$ cat src/rtl/core/usrh_pkg.sv
package usrh_pkg;

  localparam int NUM_ENDPOINTS = 16;
  localparam int EP_SLOTS      = 16;
  localparam int EP_W          = 4;

  typedef enum logic [1:0] {
    ST_ACK   = 2'd0,
    ST_STALL = 2'd1,
    ST_CLASS = 2'd2,
    ST_DESC  = 2'd3
  } status_t;

  localparam logic [7:0] RQ_GET_STATUS        = 8'd0;
  localparam logic [7:0] RQ_CLEAR_FEATURE     = 8'd1;
  localparam logic [7:0] RQ_SET_ADDRESS       = 8'd5;
  localparam logic [7:0] RQ_GET_DESCRIPTOR    = 8'd6;
  localparam logic [7:0] RQ_GET_CONFIGURATION = 8'd8;
  localparam logic [7:0] RQ_SET_CONFIGURATION = 8'd9;
  localparam logic [7:0] RQ_GET_INTERFACE     = 8'd10;
  localparam logic [7:0] RQ_SET_INTERFACE     = 8'd11;

  localparam logic [4:0]  RECIP_ENDPOINT  = 5'd2;
  localparam logic [1:0]  TYPE_STANDARD   = 2'd0;
  localparam logic [15:0] FEATURE_EP_HALT = 16'd0;
  localparam logic [7:0]  CFG_COUNT_RESET = 8'd1;

  typedef struct packed {
    logic            cmd;
    logic [7:0]      request_type;
    logic [7:0]      request_code;
    logic [15:0]     request_value;
    logic [15:0]     request_index;
    logic [15:0]     request_length;
    logic [EP_W-1:0] halt_endpoint;
  } item_t;

  typedef struct packed {
    status_t     status;
    logic [1:0]  reply_len;
    logic [15:0] reply_data;
    logic [6:0]  device_address;
    logic [7:0]  active_configuration;
  } result_t;

  typedef struct packed {
    logic [6:0]          address;
    logic [7:0]          configuration;
    logic [EP_SLOTS-1:0] halt;
    logic [7:0]          configuration_count;
  } dev_state_t;

  function automatic logic ep_exists(input logic [EP_W-1:0] ep);
    return {1'b0, ep} < (EP_W + 1)'(NUM_ENDPOINTS);
  endfunction

endpackage

$ cat src/rtl/core/usb_standard_request_handler_core.sv
// A transaction is held in the input register and decoded combinationally into the result
// register, which drives the output until the sink takes it.
// Throughput: one transaction per cycle while the sink does not stall; each of the input
// and result registers is released as soon as the next stage can take its content.
// Reset (rst_n low at a clock edge) clears the address, configuration and halt
// bits, sets the configuration count to one and empties both registers.
module usb_standard_request_handler_core (
  input  logic        clk,
  input  logic        rst_n,
  input  logic        in_tvalid,
  output logic        in_tready,
  input  logic [71:0] in_tdata,   // request_type, request_code, request_value,
                                  // request_index, request_length, halt_endpoint, zero pad
  input  logic        in_tuser,   // cmd
  output logic        out_tvalid,
  input  logic        out_tready,
  output logic [39:0] out_tdata,  // reply_len, reply_data, device_address,
                                  // active_configuration, zero pad
  output logic [1:0]  out_tuser,  // status
  input  logic        cfg_wr_en,
  input  logic [7:0]  cfg_wr_data
);

  logic                 s1_valid_r;
  logic                 s1_valid_nxt;
  usrh_pkg::item_t      s1_item_r;
  logic                 out_valid_r;
  logic                 out_valid_nxt;
  usrh_pkg::result_t    out_res_r;
  usrh_pkg::result_t    res;
  usrh_pkg::dev_state_t cur;
  usrh_pkg::dev_state_t nxt;
  usrh_pkg::item_t      in_item;
  logic                 advance;
  logic                 in_take;

  assign in_item.cmd            = in_tuser;
  assign in_item.request_type   = in_tdata[7:0];
  assign in_item.request_code   = in_tdata[15:8];
  assign in_item.request_value  = in_tdata[31:16];
  assign in_item.request_index  = in_tdata[47:32];
  assign in_item.request_length = in_tdata[63:48];
  assign in_item.halt_endpoint  = in_tdata[67:64];

  assign advance   = s1_valid_r && (!out_valid_r || out_tready);
  assign in_tready = !s1_valid_r || advance;
  assign in_take   = in_tvalid && in_tready;

  always_comb begin
    s1_valid_nxt = in_take || (s1_valid_r && !advance);
    if (advance) begin
      out_valid_nxt = 1'b1;
    end else if (out_tready) begin
      out_valid_nxt = 1'b0;
    end else begin
      out_valid_nxt = out_valid_r;
    end
  end

  always_ff @(posedge clk) begin
    if (!rst_n) begin
      s1_valid_r  <= 1'b0;
      out_valid_r <= 1'b0;
    end else begin
      s1_valid_r  <= s1_valid_nxt;
      out_valid_r <= out_valid_nxt;
    end
  end

  always_ff @(posedge clk) begin
    if (in_take) begin
      s1_item_r <= in_item;
    end
    if (advance) begin
      out_res_r <= res;
    end
  end

  usrh_decode u_decode (
    .item (s1_item_r),
    .cur  (cur),
    .res  (res),
    .nxt  (nxt)
  );

  usrh_state u_state (
    .clk         (clk),
    .rst_n       (rst_n),
    .cfg_wr_en   (cfg_wr_en),
    .cfg_wr_data (cfg_wr_data),
    .upd_en      (advance),
    .upd         (nxt),
    .cur         (cur)
  );

  assign out_tvalid = out_valid_r;
  assign out_tuser  = out_res_r.status;
  assign out_tdata  = {7'd0, out_res_r.active_configuration, out_res_r.device_address,
                       out_res_r.reply_data, out_res_r.reply_len};

endmodule

$ cat src/rtl/core/usrh_decode.sv
module usrh_decode (
  input  usrh_pkg::item_t      item,
  input  usrh_pkg::dev_state_t cur,
  output usrh_pkg::result_t    res,
  output usrh_pkg::dev_state_t nxt
);

  usrh_pkg::status_t           status;
  logic [1:0]                  nat_len;
  logic [15:0]                 nat_data;
  logic [1:0]                  len;
  logic [15:0]                 data;
  logic                        dev2host;
  logic [4:0]                  recip;
  logic [usrh_pkg::EP_W-1:0]   ep;

  assign dev2host = item.request_type[7];
  assign recip    = item.request_type[4:0];
  assign ep       = item.request_index[usrh_pkg::EP_W-1:0];

  always_comb begin
    status   = usrh_pkg::ST_STALL;
    nat_len  = 2'd0;
    nat_data = 16'd0;
    nxt      = cur;
    if (item.cmd) begin
      status = usrh_pkg::ST_ACK;
      if (usrh_pkg::ep_exists(item.halt_endpoint)) begin
        nxt.halt[item.halt_endpoint] = 1'b1;
      end
    end else if (item.request_type[6:5] != usrh_pkg::TYPE_STANDARD) begin
      status = usrh_pkg::ST_CLASS;
    end else begin
      unique case (item.request_code)
        usrh_pkg::RQ_GET_DESCRIPTOR: begin
          if (dev2host) status = usrh_pkg::ST_DESC;
        end
        usrh_pkg::RQ_SET_ADDRESS: begin
          if (!dev2host && item.request_value[15:7] == 9'd0) begin
            nxt.address = item.request_value[6:0];
            status      = usrh_pkg::ST_ACK;
          end
        end
        usrh_pkg::RQ_SET_CONFIGURATION: begin
          if (!dev2host && item.request_value <= {8'd0, cur.configuration_count}) begin
            nxt.configuration = item.request_value[7:0];
            status            = usrh_pkg::ST_ACK;
          end
        end
        usrh_pkg::RQ_GET_CONFIGURATION: begin
          if (dev2host) begin
            status   = usrh_pkg::ST_ACK;
            nat_len  = 2'd1;
            nat_data = {8'd0, cur.configuration};
          end
        end
        usrh_pkg::RQ_GET_STATUS: begin
          if (dev2host) begin
            status  = usrh_pkg::ST_ACK;
            nat_len = 2'd2;
            if (recip == usrh_pkg::RECIP_ENDPOINT && usrh_pkg::ep_exists(ep)) begin
              nat_data = {15'd0, cur.halt[ep]};
            end
          end
        end
        usrh_pkg::RQ_CLEAR_FEATURE: begin
          if (!dev2host && recip == usrh_pkg::RECIP_ENDPOINT &&
              item.request_value == usrh_pkg::FEATURE_EP_HALT) begin
            if (usrh_pkg::ep_exists(ep)) begin
              nxt.halt[ep] = 1'b0;
            end
            status = usrh_pkg::ST_ACK;
          end
        end
        usrh_pkg::RQ_GET_INTERFACE: begin
          if (dev2host) begin
            status  = usrh_pkg::ST_ACK;
            nat_len = 2'd1;
          end
        end
        usrh_pkg::RQ_SET_INTERFACE: begin
          if (!dev2host && item.request_value == 16'd0) status = usrh_pkg::ST_ACK;
        end
        default: begin
          status = usrh_pkg::ST_STALL;
        end
      endcase
    end

    if (item.request_length < {14'd0, nat_len}) begin
      len = item.request_length[1:0];
    end else begin
      len = nat_len;
    end

    unique case (len)
      2'd0:    data = 16'd0;
      2'd1:    data = {8'd0, nat_data[7:0]};
      default: data = nat_data;
    endcase

    res.status               = status;
    res.reply_len            = len;
    res.reply_data           = data;
    res.device_address       = nxt.address;
    res.active_configuration = nxt.configuration;
  end

endmodule

$ cat src/rtl/core/usrh_state.sv
module usrh_state (
  input  logic                 clk,
  input  logic                 rst_n,
  input  logic                 cfg_wr_en,
  input  logic [7:0]           cfg_wr_data,
  input  logic                 upd_en,
  input  usrh_pkg::dev_state_t upd,
  output usrh_pkg::dev_state_t cur
);

  logic [6:0]                    address_r;
  logic [7:0]                    configuration_r;
  logic [usrh_pkg::EP_SLOTS-1:0] halt_r;
  logic [7:0]                    cfg_count_r;

  always_ff @(posedge clk) begin
    if (!rst_n) begin
      address_r       <= 7'd0;
      configuration_r <= 8'd0;
      halt_r          <= '0;
      cfg_count_r     <= usrh_pkg::CFG_COUNT_RESET;
    end else begin
      if (upd_en) begin
        address_r       <= upd.address;
        configuration_r <= upd.configuration;
        halt_r          <= upd.halt;
      end
      if (cfg_wr_en) begin
        cfg_count_r <= cfg_wr_data;
      end
    end
  end

  assign cur.address             = address_r;
  assign cur.configuration       = configuration_r;
  assign cur.halt                = halt_r;
  assign cur.configuration_count = cfg_count_r;

endmodule

$ cat config.mk
export PLATFORM = sky130hd
export DESIGN_NAME = usb_standard_request_handler_core
export DESIGN_NICKNAME = d
export VERILOG_FILES = /design/src/rtl/core/usrh_pkg.sv /design/src/rtl/core/usb_standard_request_handler_core.sv /design/src/rtl/core/usrh_decode.sv /design/src/rtl/core/usrh_state.sv
export SDC_FILE = /design/constraint.sdc
export NUM_CORES = 1
export LEC_CHECK = 0
export BUFFER_PORTS_ARGS = -buffer_cell sky130_fd_sc_hd__clkbuf_2
export CAP_MARGIN = 15
export CORE_MARGIN = 1.5
export CORE_UTILIZATION = 40
export DETAILED_ROUTE_END_ITERATION = 12
export GPL_TIMING_DRIVEN = 0
export PLACE_DENSITY = 0.63
export RECOVER_POWER = 100
export SYNTH_ARGS = -nofsm -noshare
export SYNTH_HDL_FRONTEND = slang
export SYNTH_HIERARCHICAL = 1
export SYNTH_SLANG_ARGS = --single-unit
$ cat constraint.sdc
create_clock -name clk -period 14.4 [get_ports clk]
set_input_delay 2.88 -clock clk [delete_from_list [all_inputs] [get_ports clk]]
set_output_delay 2.88 -clock clk [all_outputs]
set_load 0.005 [all_outputs]
* Word level (Yosys, flattened, before mapping)
Index checks and enable logic that the tools add are counted.
W data, S select, Z words.
** Operators by class
- Eq/ne operators :: 10
- Muxes and demuxes :: 38
- Reductions and logical operators :: 29
- $lt $le $gt $ge :: 6
- Bitwise operators :: 3
** Operators by type and width (number)
- $mux W16 :: 6
- $pmux W16 S2 :: 2
- $eq A8 B4 Y1 const B :: 4
- $mux W31 :: 1
- $mux W8 :: 3
- $and A16 B16 Y16 :: 1
- $eq A8 B3 Y1 const B :: 2
- $le A16 B8 Y1 :: 1
- $logic_not A16 Y1 :: 1
- $lt A16 B2 Y1 :: 1
- $not A16 Y16 :: 1
- $or A16 B16 Y16 :: 1
- $mux W15 :: 1
- $mux W7 :: 2
- $mux W1 :: 12
- $mux W2 :: 6
- $pmux W2 S6 :: 1
- $logic_and A1 B1 Y1 :: 10
- $lt A4 B5 Y1 const B :: 2
- $logic_not A9 Y1 :: 1
- $demux W1 S4 :: 2
- $eq A8 B1 Y1 const B :: 1
- $ge A4 B1 Y1 const B :: 2
- $logic_not A8 Y1 :: 1
- 12 further kinds :: 21
** Storage, ports and cells
- Flip-flop bits (word level) :: 133
- Output and inout port bits :: 44

* Depth between registers and ports, before layout
Gate-level depths: netlist of the first run.
- Depth in word-level cells :: 10
- Gate-level depth with buffers :: 9
- Mapped depth without buffers :: 9

* By module
The synthesis of the first run kept the hierarchy.
** By module, submodules not included
- usb_standard_request_handler_core :: area each 3283.1 µm², cells an instance 121, seq. area each 3163.0 µm², instances 1
- usrh_state :: area each 1508.9 µm², cells an instance 126, seq. area each 780.7 µm², instances 1
- usrh_decode :: area each 1450.1 µm², cells an instance 205, seq. area each 0.0 µm², instances 1

* Worst setup path after synthesis of the first run
OpenSTA, ideal clock, no wires.
- Kind :: input to register
- Start point :: in out_tready
- End point :: reg s1_item_r[0] (netlist bit) (enable)
- Data arrival time :: 6287 ps
- Slack :: 7594 ps
- Stages :: 2
- Path through :: nor2b_4 a21oi_1
** On the way
- Longest elaborated chain between the ends :: 4
** Ends and longest elaborated chain
- from (decl) :: RTL line usb_standard_request_handler_core.sv:16 : input logic out_tready,
- $logic_or A1 B1 Y1 :: RTL line usb_standard_request_handler_core.sv:45 : assign advance = s1_valid_r && (!out_valid_r || out_tready);
- $logic_and A1 B1 Y1 :: RTL line usb_standard_request_handler_core.sv:45
- $logic_or A1 B1 Y1 :: RTL line usb_standard_request_handler_core.sv:46 : assign in_tready = !s1_valid_r || advance;
- $logic_and A1 B1 Y1 :: RTL line usb_standard_request_handler_core.sv:47 : assign in_take = in_tvalid && in_tready;
- net in_take :: RTL line usb_standard_request_handler_core.sv:35 : logic in_take;
- to (signal assigned) :: RTL line usb_standard_request_handler_core.sv:72 : s1_item_r <= in_item;
- to (decl) :: RTL line usb_standard_request_handler_core.sv:26 : usrh_pkg::item_t s1_item_r;
The timed path passes the listed nets, and every way through them passes these cells.
A chain may end at the register's enable or synchronous reset.

* Final worst setup path of the first run
- Start point :: in out_tready
- End point :: out in_tready
** On the way
- Longest elaborated chain between the ends :: 3
** Ends and longest elaborated chain
- $logic_or A1 B1 Y1 :: RTL line usb_standard_request_handler_core.sv:45
- $logic_and A1 B1 Y1 :: RTL line usb_standard_request_handler_core.sv:45
- $logic_or A1 B1 Y1 :: RTL line usb_standard_request_handler_core.sv:46
- to (decl) :: RTL line usb_standard_request_handler_core.sv:11 : output logic in_tready,
No other way between the ends.

==> impl_metrics.yaml, run 1 <==
logic_synthesis:
  synth_area_um2: 5820
  synth_warnings: 6
  syn_avg_cell_area_um2: 13.5
  synth_cells: 432
setup_path:
  cp-start-kind: "primary input"
  rrSetupSlack_ns: 10.57
  end_kind: "primary output"
  critical_path_class: "primary input to primary output"
  required_ns: 11.52
  cp_max_fo: 2
  cp.arrival_ns: 3.28
layout:
  final_cell_mix: "92 x edfxtp_1, 71 x clkbuf_2, 48 x clkbuf_1"
  num_antenna_cells: 0
  drive_gt1_share_pct: 24.6
  fin_cells: 765
  syn_to_final_growth_pct: 21.9
  nNetsFinal: 667
  mostFrequentLayoutCell: "edfxtp_1"
floorplanning:
  io_pins: 130
  start_util_pct: 41.5
  die_h_um: 124
  die_area_um2: 15300
  die_x_um: 124
  num_rows: 43
  core_um2: 14000
cts:
  cts_setup_buffers: 0
  htreeDepth: 4
  cts-buffers-inserted: 17
  worstSkewPairLatency_ns: 0.42
  cts.hold.buffers_added: 0
  root_buffer: "clkbuf_16"
  path_clk_slew_ns: 0.06
  cts.sinks: 133
  cts_tree: "yes"
  post_cts_resized: 0
  cts_max_path_buffers: 2
global_routing:
  grt_pass1_wl_um: 18000
  antenna_found_initial: 0
  grt_pass1_vias: 3506
  grt_util_all_layers_pct: 16.2
  grt_max_degree: 32
  grt_overflow: 0
outcome:
  violations: "capacitance limit, slew limit"
  status: "finished with violations"
placed_design:
  dp.cells: 733
  place_worst_setup_slack_ns: 8.25
  dp_hpwl_um: 8490
  gp_congestion: 0.818
  io_buffers: 105
routing:
  routed_wl_um: 11600
  vias: 3713
  drt-initial-drc-count: 225
  wire_per_inst_um: 15.2
  vias_per_cell: 4.85
  dr.pass1.iters: 4
  drt.antenna.violating_nets: 0
  drc_errors: 0
timing:
  finalHoldViolCount: 0
  slew_viol_final: 41
  max_freq_ghz: 0.162
  setup_violations: 0
  finClkSkew_ns: 0.0104
  tightest_slew_ns: 1.90
  finalSetupTns_ns: 0
  rsz0062_at_grt: "false"
  layout_setup_ws_ns: 8.24
  maxSlewHeadroom_pct: -27.8
  holdWs_ns: 0.496
  min_period_ns: 6.16
  finalCritPeriodShare_pct: 42.7
power:
  leakage_nw: 2.69
  ir_worst_vdd_v: 0.0000813
  power_density_nw_per_um2: 131
hold_path:
  hp-class: "register to register"
run:
  maxCapViolations: 2
-- registers in the layout (all words and copies together), names as in the netlist, 2 cells and up --
name / count
s1_item_r: 57
out_tdata: 33
u_state/halt_r: 16
u_state/cfg_count_r: 8
u_state/configuration_r: 8
u_state/address_r: 7
out_tuser: 2
-- cell type report --
class,instances,area [um^2]
fill,1268,6940
sequential,133,3580
multi-input combinational,256,1860
timing repair buffer,108,493
clock buffer,19,433
buffer,42,277
tap,180,225
clock inverter,13,174
inverter,14,52.6
-- worst max-delay path, cell delays in order --
cell	delay [ns]
clkbuf_1	0.09
nand3b_1	0.18
clkbuf_2	0.13
-- final timing paths --
kind	from	to	cells past startpoint
hold reg to reg	u_state/cfg_count_r[0]	u_state/cfg_count_r[0]	2
hold / removal	u_state/cfg_count_r[0]	u_state/cfg_count_r[0]	2
setup reg to reg	s1_item_r[68]	out_tdata[28]	6
setup / recovery	out_tready	in_tready	3
-- report_power, final --
part | total, mW | switching (mW) | internal, mW
Combinational | 0.0517 | 0.0275 | 0.0242
Clock | 0.440 | 0.166 | 0.275
Sequential | 0.436 | 0.00937 | 0.427
Total | 0.929 | 0.203 | 0.726
-- stage by stage --
step / total power [mW] / area [um^2] / util, %
2_1_floorplan: 0.476 / 5870 / -
3_3_place_gp: 0.500 / 6620 / 47.2
3_5_place_dp: 0.503 / 6710 / 47.8
4_1_cts: 0.946 / 7310 / 52.1
5_1_grt: 0.964 / 7100 / 50.5
6_report: 0.929 / 7100 / 50.5
-- layer usage --
| layer | part of all wire (%) | vias up | global-route usage [%] |
|---|---|---|---|
| met4 | 1.8 | 0 | 8.12 |
| met2 | 46 | 116 | 25.5 |
| li1 | - | 1837 | - |
| met1 | 46 | 1744 | 20.6 |
| met3 | 5.8 | 16 | 4.21 |
| met5 | 0 | - | 0 |
(Power assumes the default switching activity.)
==> inputs of run 2 (changes only) <==
--- a/config.mk
+++ b/config.mk
@@ -5,13 +5,14 @@
 export SDC_FILE = /design/constraint.sdc
 export NUM_CORES = 1
 export LEC_CHECK = 0
+export ABC_AREA = 1
 export BUFFER_PORTS_ARGS = -buffer_cell sky130_fd_sc_hd__clkbuf_2
 export CAP_MARGIN = 15
 export CORE_MARGIN = 1.5
 export CORE_UTILIZATION = 40
 export DETAILED_ROUTE_END_ITERATION = 12
 export GPL_TIMING_DRIVEN = 0
-export PLACE_DENSITY = 0.63
+export PLACE_DENSITY = 0.65
 export RECOVER_POWER = 100
 export SYNTH_ARGS = -nofsm -noshare
 export SYNTH_HDL_FRONTEND = slang
==> constraint.sdc (replaced) <==
create_clock -name clk -period 5.2 [get_ports clk]
set_input_delay 1.04 -clock clk [delete_from_list [all_inputs] [get_ports clk]]
set_output_delay 1.04 -clock clk [all_outputs]
set_load 0.005 [all_outputs]
==> run 2 against run 1 <==
  * The run still ends with capacitance limit, slew limit left
  * Setup slack got worse by 6.5 ns
  * Register-to-register slack got worse by 8.5 ns
  * Global-route usage grew 0.10 points
  * First-iteration DRC count shrank 4.0%
  * Largest cell class unchanged
  * Largest power group unchanged
  * Synthesized cell count increased by 69%
  * Synthesized area increased by 8.2%
  * Combinational power grew to 4.4 times the previous value
  * Utilization shrank 0.24 points
  * Power rose to 2.9 times the previous value
  * Critical path type is now primary input to register
  * Hold slack worse by 0.025 ns
==> impl_metrics.yaml, run 2 <==
outcome:
  status: "finished with violations"
  violations: "capacitance limit, slew limit"
setup_path:
  crit_path_frequent_cell: "inv_1"
  worstPathCellList: "clkbuf_2 > inv_1 > nand3_1 > nand2_1 > inv_1 > clkbuf_1"
  slowest_delay_ns: 1.74
  required_ns: 5.18
  end_kind: "register"
  cp_max_fo: 47
  cp-start-kind: "primary input"
  critical_path_class: "primary input to register"
  cp.arrival_ns: 3.46
  slowest_stage: "clkbuf_1"
timing:
  finalCritPeriodShare_pct: 66.9
  finalHoldViolCount: 0
  finClkSkew_ns: 0.00749
  min_period_ns: 3.48
  slew_viol_final: 64
  rsz0062_at_grt: "false"
  max_freq_ghz: 0.288
  maxSlewHeadroom_pct: -57.9
  finalSetupTns_ns: 0
  setup_violations: 0
  tightest_slew_ns: 2.37
layout:
  fin_cells: 1092
  num_antenna_cells: 0
  regMostFlops: "s1_item_r"
  largest_reg_flops: 57
  final_area_um2: 7700
  final_cell_mix: "185 x nand2_1, 136 x nor2_1, 105 x inv_1"
  mostFrequentLayoutCell: "nand2_1"
  syn_to_final_growth_pct: 22.3
  nNetsFinal: 963
  drive_gt1_share_pct: 19.1
routing:
  drc_errors: 0
  vias: 4760
  vias_per_cell: 4.36
  wire_per_inst_um: 11.6
  drt-initial-drc-count: 216
  dr.pass1.iters: 5
  drt.antenna.violating_nets: 0
  routed_wl_um: 12700
cts:
  htreeDepth: 4
  root_buffer: "clkbuf_16"
  worstSkewPairLatency_ns: 0.42
  cts_max_path_buffers: 2
  cts.sinks: 133
  cts.hold.buffers_added: 0
  post_cts_resized: 0
  cts_setup_buffers: 0
  cts_tree: "yes"
  cts-buffers-inserted: 17
  path_clk_slew_ns: 0.06
global_routing:
  grt_util_all_layers_pct: 16.3
  antenna_found_initial: 0
  grt_overflow: 0
  grt_pass1_vias: 4366
  grt_max_degree: 48
  grtUsageMet3_pct: 5.11
  grt_pass1_wl_um: 20300
  grt_use_met1_pct: 19.8
  grt.busiest_layer: "met2"
  use_met2_pct: 26.6
floorplanning:
  io_pins: 130
  die_area_um2: 16500
  die_x_um: 129
  num_rows: 45
  die_h_um: 129
  core_um2: 15300
  start_util_pct: 41.1
logic_synthesis:
  synth_area_um2: 6300
  synth_cells: 729
  synth_warnings: 6
  syn_avg_cell_area_um2: 8.64
power:
  leakage_nw: 3.53
  total_power_mw: 2.73
  ir_worst_vdd_v: 0.000223
  power_density_nw_per_um2: 354
placed_design:
  io_buffers: 105
  dp.cells: 1060
  dpl_cell_area_um2: 7200
  dp_hpwl_um: 9460
  gp_congestion: 0.911
run:
  maxCapViolations: 2
hold_path:
  hp-class: "register to register"
==> run 2: final cells by class <==
type,instances,area (um^2)
plain buffers,50,342
clock buffers,19,453
clock inverters,13,178
fillers,1480,7610
inverters,109,409
multi-input cells,450,1970
flip-flops and latches,133,3580
well taps,211,264
repair buffers,107,510
==> run 2: worst max-delay path: cells and delay by family <==
family                 cells  cell delay (ns)
AND/OR/NAND/NOR            2             0.19
buffers and inverters      4             2.21
==> run 2: path summary, 6_finish.rpt <==
| check | startpoint | end | slack, ns | cells after the start |
|---|---|---|---|---|
| min reg2reg | u_state/cfg_count_r[4] | u_state/cfg_count_r[4] | 0.47 | 2 |
| max reg2reg | out_tvalid | s1_item_r[21] | 2.12 | 4 |
| min | u_state/cfg_count_r[4] | u_state/cfg_count_r[4] | 0.47 | 2 |
| max | out_tready | s1_item_r[21] | 1.72 | 6 |
==> run 2: metal layers <==
layer  wire length (um)  share of wire [%]
met1               5930                 47
met4                247                1.9
met5                  0                  0
met2               5780                 45
met3                751                5.9
==> run 2: metrics by stage <==
| stage | setup WS (ns) | util [%] | hold slack [ns] |
|---|---|---|---|
| after floorplan | 1.57 | - | 0.434 |
| after global placement | 0.337 | 46.6 | 0.457 |
| after detailed placement | 2.59 | 47.0 | 0.464 |
| after CTS | 2.58 | 51.1 | 0.473 |
| after global routing | 1.25 | 50.3 | 0.487 |
| final | 1.72 | 50.3 | 0.470 |
==> run 2: where the power goes <==
group | switching [mW] | internal, mW | leakage (nW)
Clock | 0.440 | 0.826 | 0.313
Combinational | 0.132 | 0.0962 | 1.98
Sequential | 0.0323 | 1.20 | 1.24
Total | 0.604 | 2.12 | 3.53
==> inputs of run 3 (changes only) <==
--- a/config.mk
+++ b/config.mk
@@ -5,14 +5,14 @@
 export SDC_FILE = /design/constraint.sdc
 export NUM_CORES = 1
 export LEC_CHECK = 0
-export ABC_AREA = 1
+export ABC_AREA = 0
 export BUFFER_PORTS_ARGS = -buffer_cell sky130_fd_sc_hd__clkbuf_2
 export CAP_MARGIN = 15
 export CORE_MARGIN = 1.5
 export CORE_UTILIZATION = 40
 export DETAILED_ROUTE_END_ITERATION = 12
 export GPL_TIMING_DRIVEN = 0
-export PLACE_DENSITY = 0.65
+export PLACE_DENSITY = 0.63
 export RECOVER_POWER = 100
 export SYNTH_ARGS = -nofsm -noshare
 export SYNTH_HDL_FRONTEND = slang
==> constraint.sdc (replaced) <==
create_clock -name clk -period 3.6 [get_ports clk]
set_input_delay 0.72 -clock clk [delete_from_list [all_inputs] [get_ports clk]]
set_output_delay 0.72 -clock clk [all_outputs]
set_load 0.005 [all_outputs]
==> run 3 against run 2 <==
  * First-iteration DRC count decreased by 25%
  * Critical path depth is 4 higher
  * Global-route usage up 0.26 points
  * Critical path type is now register to register
  * Highest routed layer unchanged
  * The run still ends with capacitance limit, slew limit left
==> impl_metrics.yaml, run 3 (synthesized netlist as in run 1, its figures left out) <==
cts:
  cts_max_path_buffers: 2
  path_clk_slew_ns: 0.06
  cts.hold.buffers_added: 0
  cts.sinks: 133
  cts-buffers-inserted: 17
  worstSkewPairLatency_ns: 0.42
  cts_tree: "yes"
  cts_setup_buffers: 0
  htreeDepth: 4
  root_buffer: "clkbuf_16"
placed_design:
  io_buffers: 105
  dp.cells: 733
  dpl_cell_area_um2: 6710
  dp_hpwl_um: 8720
  place_worst_setup_slack_ns: 0.0951
  gp_congestion: 0.916
setup_path:
  cp_max_fo: 8
  end_kind: "register"
  cp-start-kind: "register"
  critical_path_class: "register to register"
  ff2ff_path_depth: 10
  cp.arrival_ns: 3.53
  required_ns: 3.76
layout:
  nNetsFinal: 668
  num_antenna_cells: 0
  drive_gt1_share_pct: 26.6
  fin_cells: 766
  final_cell_mix: "92 x edfxtp_1, 73 x clkbuf_2, 45 x nor2b_1"
  regMostFlops: "s1_item_r"
  mostFrequentLayoutCell: "edfxtp_1"
  post-route-util_pct: 51.1
  final_area_um2: 7180
  syn_to_final_growth_pct: 23.3
  largest_reg_flops: 57
  fill_cells: 1230
global_routing:
  grt_pass1_vias: 3750
  grt_overflow: 0
  grt_pass1_wl_um: 18600
  grt_util_all_layers_pct: 16.5
  antenna_found_initial: 0
  grt_max_degree: 32
floorplanning:
  io_pins: 130
  start_util_pct: 41.5
  die_h_um: 124
  core_um2: 14000
  die_x_um: 124
  num_rows: 43
  die_area_um2: 15300
routing:
  routed_wl_um: 11800
  drc_errors: 0
  drt-initial-drc-count: 163
  vias: 3777
  wire_per_inst_um: 15.4
  dr.pass1.iters: 4
  drt.antenna.violating_nets: 0
  vias_per_cell: 4.93
hold_path:
  min_path_cells: 1
  hp-class: "primary input to register"
timing:
  finClkSkew_ns: 0.0118
  slew_viol_final: 32
  finalCritPeriodShare_pct: 93.5
  holdWs_ns: 0.471
  tightest_slew_ns: 1.70
  max_freq_ghz: 0.297
  setup_violations: 0
  finalSetupTns_ns: 0
  rsz0062_at_grt: "false"
  layout_setup_ws_ns: 0.234
  min_period_ns: 3.37
  maxSlewHeadroom_pct: -13.3
  finalHoldViolCount: 0
outcome:
  violations: "capacitance limit, slew limit"
  status: "finished with violations"
power:
  ir_worst_vdd_v: 0.000301
  power_density_nw_per_um2: 513
  leakage_nw: 2.77
  total_power_mw: 3.69
run:
  maxCapViolations: 1
==> run 3: final cells by class <==
| class | count | area, um^2 | share of cell area (%) |
|---|---|---|---|
| Buffer | 42 | 330 | 4.60 |
| Timing Repair Buffer | 109 | 500 | 6.97 |
| Inverter | 14 | 52.6 | 0.732 |
| Sequential cell | 133 | 3580 | 49.9 |
| Multi-Input combinational cell | 256 | 1890 | 26.3 |
| Tap cell | 180 | 225 | 3.14 |
| Clock buffer | 17 | 425 | 5.92 |
| Clock inverter | 15 | 173 | 2.40 |
==> run 3: repair_timing <==
item / in CTS / in global routing
endpoints found under the hold margin: 0 / 0
setup endpoints to repair: 0 / 7
resized for setup: 0 / 2
==> run 3: report_power, final <==
part	leakage, nW	internal [mW]	total [mW]	switching, mW
clock	0.290	1.04	1.72	0.684
combinational	1.28	0.104	0.217	0.113
sequential	1.20	1.71	1.75	0.0397
==> run 3: path summary, 6_finish.rpt <==
path                               start                      to  slack, ns
setup reg to reg           s1_item_r[57]            out_tdata[3]       0.23
setup / recovery           s1_item_r[57]            out_tdata[3]       0.23
hold / removal              in_tdata[52]            s1_item_r[8]       0.47
hold reg to reg   u_state/cfg_count_r[0]  u_state/cfg_count_r[0]       0.49
==> run 3: routing by layer <==
metal	global-route usage (%)	share of wire [%]	vias up
met3	4.03	6.1	13
met1	20.6	45	1782
li1	-	-	1847
met4	8.12	1.2	0
met5	0	0	-
met2	27.0	48	135
==> run 3: worst max-delay path: stages, from the launching register on <==
cell,delay (ns)
edfxtp_1,0.40
nor4_2,0.38
nand3b_1,0.28
or4_1,0.58
ha_1,0.21
nor4_1,0.31
nand4_1,0.26
nor3_2,0.25
nor4_1,0.07
buf_2,0.19
and2_0,0.17
